**config.mk**
```make
export PLATFORM = sky130hd
export DESIGN_NAME = sync_word_crc16_frame_parser_top
export DESIGN_NICKNAME = d
export VERILOG_FILES = /design/src/sv/sfp_pkg.sv /design/src/sv/sync_word_crc16_frame_parser_top.sv /design/src/sv/sfp_ram.sv
export SDC_FILE = /design/constraint.sdc
export NUM_CORES = 2
export LEC_CHECK = 0
export BUFFER_PORTS_ARGS = -buffer_cell sky130_fd_sc_hd__buf_2
export CAP_MARGIN = 30
export CORE_ASPECT_RATIO = 0.7
export CORE_MARGIN = 2
export CORE_UTILIZATION = 58
export CTS_CLUSTER_DIAMETER = 40
export DETAILED_ROUTE_END_ITERATION = 10
export PLACE_DENSITY = 0.71
export SKIP_CTS_REPAIR_TIMING = 1
export SYNTH_ARGS = -nofsm -noshare
export SYNTH_HDL_FRONTEND = slang
export SYNTH_HIERARCHICAL = 1
export SYNTH_SLANG_ARGS = --single-unit
```
**constraint.sdc**
```tcl
create_clock -name clk -period 3.8 [get_ports clk]
set_clock_uncertainty 0.2 [all_clocks]
set_input_delay 0.19 -clock clk [delete_from_list [all_inputs] [get_ports clk]]
set_output_delay 0.19 -clock clk [all_outputs]
set_load 0.005 [all_outputs]
```
**src/sv/sfp_pkg.sv**
```systemverilog
`timescale 1ns / 1ps
// Shared types, constants and the CRC-16/MODBUS byte step for the sync-word frame parser.
package sfp_pkg;

  localparam int MAX_FRAME_DEF = 128;

  localparam logic [7:0]  SYNC_FIRST  = 8'h5A;
  localparam logic [7:0]  SYNC_SECOND = 8'hA5;
  localparam logic [15:0] CRC_INIT    = 16'hFFFF;
  localparam logic [15:0] CRC_POLY    = 16'hA001;

  localparam logic KIND_RX   = 1'b0;
  localparam logic KIND_READ = 1'b1;

  typedef enum logic [2:0] {
    ST_SEARCHING  = 3'd0,
    ST_COLLECTING = 3'd1,
    ST_GOOD       = 3'd2,
    ST_CRC_BAD    = 3'd3,
    ST_TOO_LONG   = 3'd4
  } status_t;

  typedef enum logic [2:0] {
    PH_SYNC0  = 3'd0,
    PH_SYNC1  = 3'd1,
    PH_HEADER = 3'd2,
    PH_DATA   = 3'd3,
    PH_CRCLO  = 3'd4,
    PH_CRCHI  = 3'd5
  } phase_t;

  function automatic logic [15:0] crc16_step(input logic [15:0] crc, input logic [7:0] b);
    logic [15:0] c;
    c = crc ^ {8'h00, b};
    for (int k = 0; k < 8; k++) begin
      c = c[0] ? ((c >> 1) ^ CRC_POLY) : (c >> 1);
    end
    return c;
  endfunction

endpackage

```
**src/sv/sync_word_crc16_frame_parser_top.sv**
```systemverilog
`timescale 1ns / 1ps
// Sync-word frame parser with CRC-16/MODBUS check and payload read-back.
//
//   channel  valid      stall      payload
//   input    in_valid   in_stall   kind, rx_byte, read_index
//   output   out_valid  out_stall  status, payload_length, read_byte, read_valid
//
// One request per cycle is taken while in_stall is low; each result passes the parse
// stage, then the output register that also gets the registered payload RAM read.
// The payload RAM holds two banks: a frame is collected into one while reads see the
// other, and a good CRC flips the bank pointer instead of copying the payload.
// Reset is synchronous and clears the parser phase, bank pointer, stored length and valids.
// A stalled result holds the output register; once the parse stage is also full, the
// input is stalled in the same cycle.
module sync_word_crc16_frame_parser_top
  import sfp_pkg::*;
#(
  parameter int MAX_FRAME = MAX_FRAME_DEF
) (
  input  logic       clk,
  input  logic       rst,
  input  logic       in_valid,
  output logic       in_stall,
  input  logic       kind,
  input  logic [7:0] rx_byte,
  input  logic [6:0] read_index,
  output logic       out_valid,
  input  logic       out_stall,
  output logic [2:0] status,
  output logic [6:0] payload_length,
  output logic [7:0] read_byte,
  output logic       read_valid
);

  localparam int AW = $clog2(MAX_FRAME);
  localparam int IW = (AW > 7) ? AW : 7;
  localparam int RAM_DEPTH = 2 ** (AW + 1);
  localparam logic [15:0] LEN_LIMIT = 16'(MAX_FRAME - 9);

  // parser state
  phase_t         phase, phase_next;
  logic [AW-1:0]  pos, pos_next;
  logic [7:0]     len_lo, len_lo_next;
  logic [AW-1:0]  data_len, data_len_next;
  logic [15:0]    crc, crc_next;
  logic [7:0]     crc_lo, crc_lo_next;
  logic [AW-1:0]  stored_len, stored_len_next;
  logic           bank, bank_next;

  // pipeline registers
  logic           s1_valid;
  status_t        s1_status;
  logic [6:0]     s1_plen;
  logic           s1_rvalid;

  logic           accept;
  logic           s1_adv;
  logic           take_rx;
  status_t        status_next;
  logic           coll_wr;
  logic [15:0]    full_len;
  logic [IW-1:0]  idx_ext;
  logic [IW-1:0]  stored_ext;
  logic [IW-1:0]  stored_next_ext;
  logic           rvalid_next;
  logic [7:0]     ram_q;

  assign s1_adv   = s1_valid && (!out_valid || !out_stall);
  assign in_stall = s1_valid && !s1_adv;
  assign accept   = in_valid && !in_stall;
  assign take_rx  = accept && (kind == KIND_RX);

  assign full_len        = {rx_byte, len_lo};
  assign idx_ext         = IW'(read_index);
  assign stored_ext      = IW'(stored_len);
  assign stored_next_ext = IW'(stored_len_next);

  // next phase
  always_comb begin
    phase_next = phase;
    if (take_rx) begin
      case (phase)
        PH_SYNC0: begin
          if (rx_byte == SYNC_FIRST) phase_next = PH_SYNC1;
        end
        PH_SYNC1: begin
          if (rx_byte == SYNC_SECOND) phase_next = PH_HEADER;
          else if (rx_byte != SYNC_FIRST) phase_next = PH_SYNC0;
        end
        PH_HEADER: begin
          if (pos == AW'(6)) begin
            if (full_len > LEN_LIMIT) phase_next = PH_SYNC0;
            else if (full_len == 16'd0) phase_next = PH_CRCLO;
            else phase_next = PH_DATA;
          end
        end
        PH_DATA: begin
          if (pos + AW'(1) == data_len + AW'(7)) phase_next = PH_CRCLO;
        end
        PH_CRCLO: phase_next = PH_CRCHI;
        PH_CRCHI: phase_next = PH_SYNC0;
        default:  phase_next = PH_SYNC0;
      endcase
    end
  end

  // datapath and result fields
  always_comb begin
    pos_next        = pos;
    len_lo_next     = len_lo;
    data_len_next   = data_len;
    crc_next        = crc;
    crc_lo_next     = crc_lo;
    stored_len_next = stored_len;
    bank_next       = bank;
    coll_wr         = 1'b0;
    status_next     = ST_SEARCHING;
    rvalid_next     = 1'b0;
    if (kind == KIND_READ) begin
      status_next = (phase == PH_SYNC0 || phase == PH_SYNC1) ? ST_SEARCHING : ST_COLLECTING;
      rvalid_next = idx_ext < stored_ext;
    end else begin
      case (phase)
        PH_SYNC0: status_next = ST_SEARCHING;
        PH_SYNC1: begin
          if (rx_byte == SYNC_SECOND) begin
            pos_next    = AW'(2);
            crc_next    = CRC_INIT;
            status_next = ST_COLLECTING;
          end
        end
        PH_HEADER: begin
          crc_next    = crc16_step(crc, rx_byte);
          coll_wr     = (pos >= AW'(4));
          pos_next    = pos + AW'(1);
          status_next = ST_COLLECTING;
          if (pos == AW'(5)) begin
            len_lo_next = rx_byte;
          end else if (pos == AW'(6)) begin
            data_len_next = full_len[AW-1:0];
            if (full_len > LEN_LIMIT) status_next = ST_TOO_LONG;
          end
        end
        PH_DATA: begin
          crc_next    = crc16_step(crc, rx_byte);
          coll_wr     = 1'b1;
          pos_next    = pos + AW'(1);
          status_next = ST_COLLECTING;
        end
        PH_CRCLO: begin
          crc_lo_next = rx_byte;
          status_next = ST_COLLECTING;
        end
        PH_CRCHI: begin
          if ({rx_byte, crc_lo} == crc) begin
            stored_len_next = data_len + AW'(3);
            bank_next       = ~bank;
            status_next     = ST_GOOD;
          end else begin
            status_next = ST_CRC_BAD;
          end
        end
        default: status_next = ST_SEARCHING;
      endcase
    end
  end

  always_ff @(posedge clk) begin
    if (rst) begin
      phase      <= PH_SYNC0;
      bank       <= 1'b0;
      stored_len <= '0;
      pos        <= '0;
      crc        <= CRC_INIT;
    end else if (accept) begin
      phase      <= phase_next;
      bank       <= bank_next;
      stored_len <= stored_len_next;
      pos        <= pos_next;
      crc        <= crc_next;
    end
  end

  always_ff @(posedge clk) begin
    if (accept) begin
      len_lo   <= len_lo_next;
      data_len <= data_len_next;
      crc_lo   <= crc_lo_next;
    end
  end

  // collect into the idle bank, read from the live one
  sfp_ram #(
    .WIDTH (8),
    .DEPTH (RAM_DEPTH)
  ) u_payload_ram (
    .clk     (clk),
    .wr_en   (take_rx && coll_wr),
    .wr_addr ({~bank, pos - AW'(4)}),
    .wr_data (rx_byte),
    .rd_en   (accept),
    .rd_addr ({bank, idx_ext[AW-1:0]}),
    .rd_data (ram_q)
  );

  // parse stage
  always_ff @(posedge clk) begin
    if (rst) begin
      s1_valid <= 1'b0;
    end else if (accept) begin
      s1_valid <= 1'b1;
    end else if (s1_adv) begin
      s1_valid <= 1'b0;
    end
  end

  always_ff @(posedge clk) begin
    if (accept) begin
      s1_status <= status_next;
      s1_plen   <= stored_next_ext[6:0];
      s1_rvalid <= rvalid_next;
    end
  end

  // output register
  always_ff @(posedge clk) begin
    if (rst) begin
      out_valid <= 1'b0;
    end else if (s1_adv) begin
      out_valid <= 1'b1;
    end else if (!out_stall) begin
      out_valid <= 1'b0;
    end
  end

  always_ff @(posedge clk) begin
    if (s1_adv) begin
      status         <= s1_status;
      payload_length <= s1_plen;
      read_valid     <= s1_rvalid;
      read_byte      <= s1_rvalid ? ram_q : 8'h00;
    end
  end

endmodule

```
**src/sv/sfp_ram.sv**
```systemverilog
`timescale 1ns / 1ps
// Generic single-write, single-read RAM with registered read data.
module sfp_ram #(
  parameter int WIDTH = 8,
  parameter int DEPTH = 256
) (
  input  logic                     clk,
  input  logic                     wr_en,
  input  logic [$clog2(DEPTH)-1:0] wr_addr,
  input  logic [WIDTH-1:0]         wr_data,
  input  logic                     rd_en,
  input  logic [$clog2(DEPTH)-1:0] rd_addr,
  output logic [WIDTH-1:0]         rd_data
);

  logic [WIDTH-1:0] mem [DEPTH];

  always_ff @(posedge clk) begin
    if (wr_en) begin
      mem[wr_addr] <= wr_data;
    end
    if (rd_en) begin
      rd_data <= mem[rd_addr];
    end
  end

endmodule
```
==> Word level (Yosys, flattened, before mapping) <==
Memories as Yosys holds them, arrays and structs flattened. A register that Yosys moved wholly into a read port is not among the register bits.
Cells that the tools add are included.
{ "totals": {"register_bits": 89, "ram_bits": 2048, "out_inout_bits": 21, "wordCells": 117, "n_memories": 1} }
{ "mem_list": {"columns": ["memory", "depth", "word_bits", "read_ports", "rd_clocked_by_memory_dff", "wr", "line_no", "source"], "rows": [
  ["u_payload_ram.mem", 256, 8, 1, 1, 1, "sfp_ram.sv:16", "logic [WIDTH-1:0] mem [DEPTH];"]
]} }
{ "classes": {"add_sub_neg": 4, "order_cmp": 3, "eq_ne": 18, "muxes": 39, "bitwise": 12, "reduce_logical": 23} }
{ "ops": {"columns": ["cell", "n"], "rows": [
  ["two-way mux 16 bit", 9],
  ["two-way mux 3 bit", 11],
  ["one-hot mux 16 bit (2 select lines)", 1],
  ["two-way mux 7 bit", 4],
  ["inverter 2 -> 3 bit", 8],
  ["== test 16 bit", 1],
  ["> comparator 16 x 7 -> 1 bit (second input constant)", 1],
  ["logical NOT 16 bit", 1],
  ["XOR 16 x 8 -> 16 bit", 1],
  ["one-hot mux 3 bit (5 select lines)", 1],
  ["== test 7 x 3 -> 1 bit (second input constant)", 2],
  ["one-hot mux 7 bit (2 select lines)", 1],
  ["one-hot mux 3 bit (4 select lines)", 1],
  ["AND reduction 4 bit", 3],
  ["two-way mux 1 bit", 10],
  ["== test 8 x 7 -> 1 bit (second input constant)", 1],
  ["== test 8 bit (second input constant)", 1],
  ["inequality test 2 bit (second input constant)", 4],
  ["inequality test 8 x 7 -> 1 bit (second input constant)", 1],
  ["adder 7 x 1 -> 7 bit (second input constant)", 1],
  ["adder 7 x 2 -> 7 bit (second input constant)", 1],
  ["adder 7 x 3 -> 7 bit (second input constant)", 1],
  ["== test 7 bit", 1],
  [">= comparator 7 x 3 -> 1 bit (second input constant)", 1],
  ["other kinds (18)", 32]
]} }

==> Logic depth before layout (Yosys ltp) <==
{ "logic_depth": {"depth_word": 18, "mapped_depth": 12, "ltp_nobuf": 9} }

==> Modules after synthesis <==
Netlist, hierarchy kept.
{ "modules_own_cells": {"columns": ["module", "n_inst", "cells_per_inst", "area_each_um2", "seq_area_each_um2"], "rows": [
  ["sfp_ram", 1, 3733, 79636.4, 61739.2],
  ["sync_word_crc16_frame_parser_top", 1, 389, 4299.1, 2312.2]
]} }

==> Least setup slack after synthesis <==
No wires, ideal clock.
{ "synth_timing": {"path_type": "flip-flop to flip-flop", "from": "register phase[1]", "to": "memory u_payload_ram.mem[234][0], enable pin", "setup_ps": 370, "t_arrival_ps": 2893, "t_required_ps": 3230, "setup_slack_ps": 337, "path_stages_with_launch": 12, "path_buffers": 6, "period_less_slack_ps": 3463, "path_cell_list": "dfxtp_1 -> clkbuf_1 -> and2b_1 -> clkbuf_1 -> nand2_1 -> clkbuf_1 -> a21oi_1 -> clkbuf_1 -> buf_1 -> nand3_1 -> clkbuf_1 -> nor2_1"} }
{ "synth_between": {"elab_chain_len": 6, "word_cells_on_any_way": 7, "cone_classes": "2 x eq/ne; 4 x mux; 1 x reduce/logical"} }
{ "synth_lines": {"columns": ["element", "line_no", "source"], "rows": [
  ["start: declaration", "sync_word_crc16_frame_parser_top.sv:41", "phase_t phase, phase_next;"],
  ["start signal: assignment", "sync_word_crc16_frame_parser_top.sv:176", "phase <= phase_next;"],
  ["== test 3 x 2 -> 1 bit", "sync_word_crc16_frame_parser_top.sv:123", "case (phase)"],
  ["one-hot mux 1 bit (2 select lines) *", "sync_word_crc16_frame_parser_top.sv:123", null],
  ["two-way mux 1 bit *", "sync_word_crc16_frame_parser_top.sv:119", "if (kind == KIND_READ) begin"],
  ["logical AND 1 bit *", "sync_word_crc16_frame_parser_top.sv:198", ".wr_en (take_rx && coll_wr),"],
  ["two-way mux 1 bit *", "sfp_ram.sv:19", "if (wr_en) begin"],
  ["two-way mux 1 bit (implied by the code) *", "sfp_ram.sv:20", "mem[wr_addr] <= wr_data;"],
  ["end: declaration", "sfp_ram.sv:16", null]
]} }
Every way passes the cells marked *; elsewhere a longest branch is shown, timed or not.

==> metrics.cfg <==
[die]
start_util_pct = 58.59
die_w_microns = 458.7
die_h_microns = 322.3
io-pin-count = 41
rows = 116
fp.coreArea_sq_mm = 0.1433
dieArea_sq_mm = 0.1478

[sta]
hold_viol = 0
setup_viol = 0
drv_slew = 0
finalCritPeriodShare_pct = 94.56
finalSetupTns_ps = 0
worstMarginPinSlew_ps = 1123
slew_headroom_pct = 24.05
fmax_mhz = 278.3
rsz0062_at_grt = no
fin_crit_ps = 3593
fin_ws_ps = 206.6

[critical_path]
crit_fanout = 8
critPathArrivalTime_ps = 3930
cp_top_family = simple AND/OR/NAND/NOR gates
path_cells = and3_1 > o221ai_1 > a21oi_1 > o32ai_1 > nor3_1 > nor4_1
slowest_stage = dfxtp_1
start_kind = flop
slowest_delay_ps = 840
crit_path_end_kind = flop
path_buf_inv = 0
worstSetupPathType = flop to flop
crit_required_ps = 4140

[placed_design]
gp_congestion = 0.9119
portBuffers = 40
post-place-ws_ps = 16.51
dpl.hpwl_microns = 131100

[clock_tree]
worstSkewPairLatency_ps = 820
numClockSinks = 2145
cts_root_buffer = clkbuf_16
cts.clk_slew.worst_paths_ps = 60
numCtsBuffers = 195
htreeDepth = 4
cts_tree = yes
cts_max_path_buffers = 3

[routing]
wirelength_microns = 208000
drc = 0
drtPass1Iterations = 6
post_drt_wl_per_cell_microns = 31.30
antenna_left = 0
routed_via_density = 6.661
vias = 44260
drt_iter0_drc = 6691

[synthesis]
synth_edf_count = 2109
seq_area_frac_synth_pct = 76.31
synthAdderAreaFrac_pct = 0.2087
synth_xor_area_share_pct = 0.6842
syn_area_sq_mm = 0.08394
yosys_register_bits = 2145
synth_common_cells = edfxtp_1, mux4_2, nor2_1, mux2i_1, a22oi_1
synth_mux_area_share_pct = 13.92
yosysWarningCount = 6
synth_most_common_cell = edfxtp_1
async_reset_ff_share_pct = 0
syn-num-nets = 4156
synth_top_area_share_pct = 75.45
ys_top_cells_by_area = edfxtp_1, mux4_2, mux2i_1, nor2_1, a22oi_1
synth_ff_type = edfxtp_1
synth_top_cell_by_area = edfxtp_1
syn_inst = 4122
synth_compound_area_share_pct = 3.674
yosys.area_share.simple_pct = 3.299
synth_top_family_by_area = multiplexers
synth.distinct_cells = 79
syn_area_per_cell_sq_um = 20.36

[global_route]
grt_util_all_layers_pct = 28.43
grt_overflow = 0
antenna_found_initial = 2
grt_pass1_wl_microns = 301300
grt_max_degree = 206
grt_pass1_vias = 42480

[final_layout]
nets = 4627
drive_gt1_share_pct = 26.87
final_core_util_pct = 66.64
area_growth_pct = 13.73

[power]
powerDensity_mw_per_mm2 = 496.8
p_total_w = 0.04742
p_leak_nw = 30.57
vdd_ir_drop_max_mv = 0.4679

[outcome]
status = complete, no violations

[flow_run]
maxCapViolations = 0

[min_path]
hold_path_class = input pin to flop

==> cells in the final DEF (no fill, tap or decap), types with 18 or more instances in the layout <==
cell type / n
a21oi_1: 107
nor2_1: 312
buf_2: 28
edfxtp_1: 2109
dfxtp_1: 36
nor4_1: 31
nand2_1: 62
nor3_1: 30
a211oi_1: 20
a22oi_1: 136
mux4_2: 454
clkbuf_1: 32
nor2b_1: 28
o221ai_1: 46
xnor2_1: 42
clkbuf_16: 200
buf_4: 435
inv_1: 18
buf_12: 28
clkinv_2: 40
clkinv_1: 39
o22ai_1: 37
nand3_1: 48
o21ai_0: 22
mux2i_1: 138
==> path summary, 6_finish.rpt <==
kind / slack (ps) / to / start / depth (start not counted)
worst min-delay path: 80 / len_lo[7] / rx_byte[7] / 2
worst max-delay path: 210 / u_payload_ram/rd_data[5] / bank / 6
worst min register to register: 220 / payload_length[2] / s1_plen[2] / 0
worst max register to register: 210 / u_payload_ram/rd_data[5] / bank / 6
==> routing by layer <==
layer | track usage [%] | vias to the layer above | wire (microns)
li1 | - | 18020 | -
met1 | 44.73 | 23100 | 84920
met2 | 40.92 | 2827 | 91970
met3 | 6.366 | 316 | 26360
met4 | 7.121 | 0 | 4708
met5 | 0 | - | 0
==> final cells by class <==
type,count,area [sq um]
Clock buffer,233,5139
Fill cell,9008,47790
Multi-Input combinational cell,1710,18330
Clock inverter,127,1116
Antenna cell,1,2.502
Timing Repair Buffer,522,4383
Tap cell,1888,2362
Sequential cell,2145,64050
Inverter,19,71.32
==> flip-flops by register name (all words and copies together), names as in the netlist, 7 cells and up <==
signal,count
read_byte,8
crc,16
u_payload_ram/rd_data,8
s1_plen,7
u_payload_ram/mem,2048
crc_lo,8
stored_ext,7
len_lo,8
pos,7
payload_length,7
data_len,7
==> power by group <==
group / total, W / internal, W / switching [W]
Clock: 0.0192 / 0.0106 / 0.00865
Combinational: 0.00217 / 0.000800 / 0.00137
Sequential: 0.0260 / 0.0260 / 0.0000220
Total: 0.0474 / 0.0374 / 0.0100
==> metrics by stage <==
step | instance area, sq um | cells | hold slack, ps
2_1_floorplan | 83940 | 4122 | 88.87
3_3_place_gp | 88930 | 6263 | 201.8
3_5_place_dp | 88980 | 6265 | 205.7
4_1_cts | 95230 | 6625 | -636.7
5_1_grt | 95460 | 6644 | 80.34
6_report | 95460 | 6645 | 75.19
==> cells by family (layout without fill, tap and decap cells) <==
| group | Yosys count | after routing |
|---|---|---|
| buffers and inverters | 267 | 901 |
| AND/OR/NAND/NOR | 599 | 599 |
| XOR/XNOR | 60 | 60 |
| adder cells (fa/ha/maj) | 14 | 14 |
| flip-flops | 2145 | 2145 |
| multiplexers | 596 | 596 |
| AO/OA/AOI/OAI | 441 | 441 |
| other | 0 | 1 |
(Power assumes the default switching activity.)
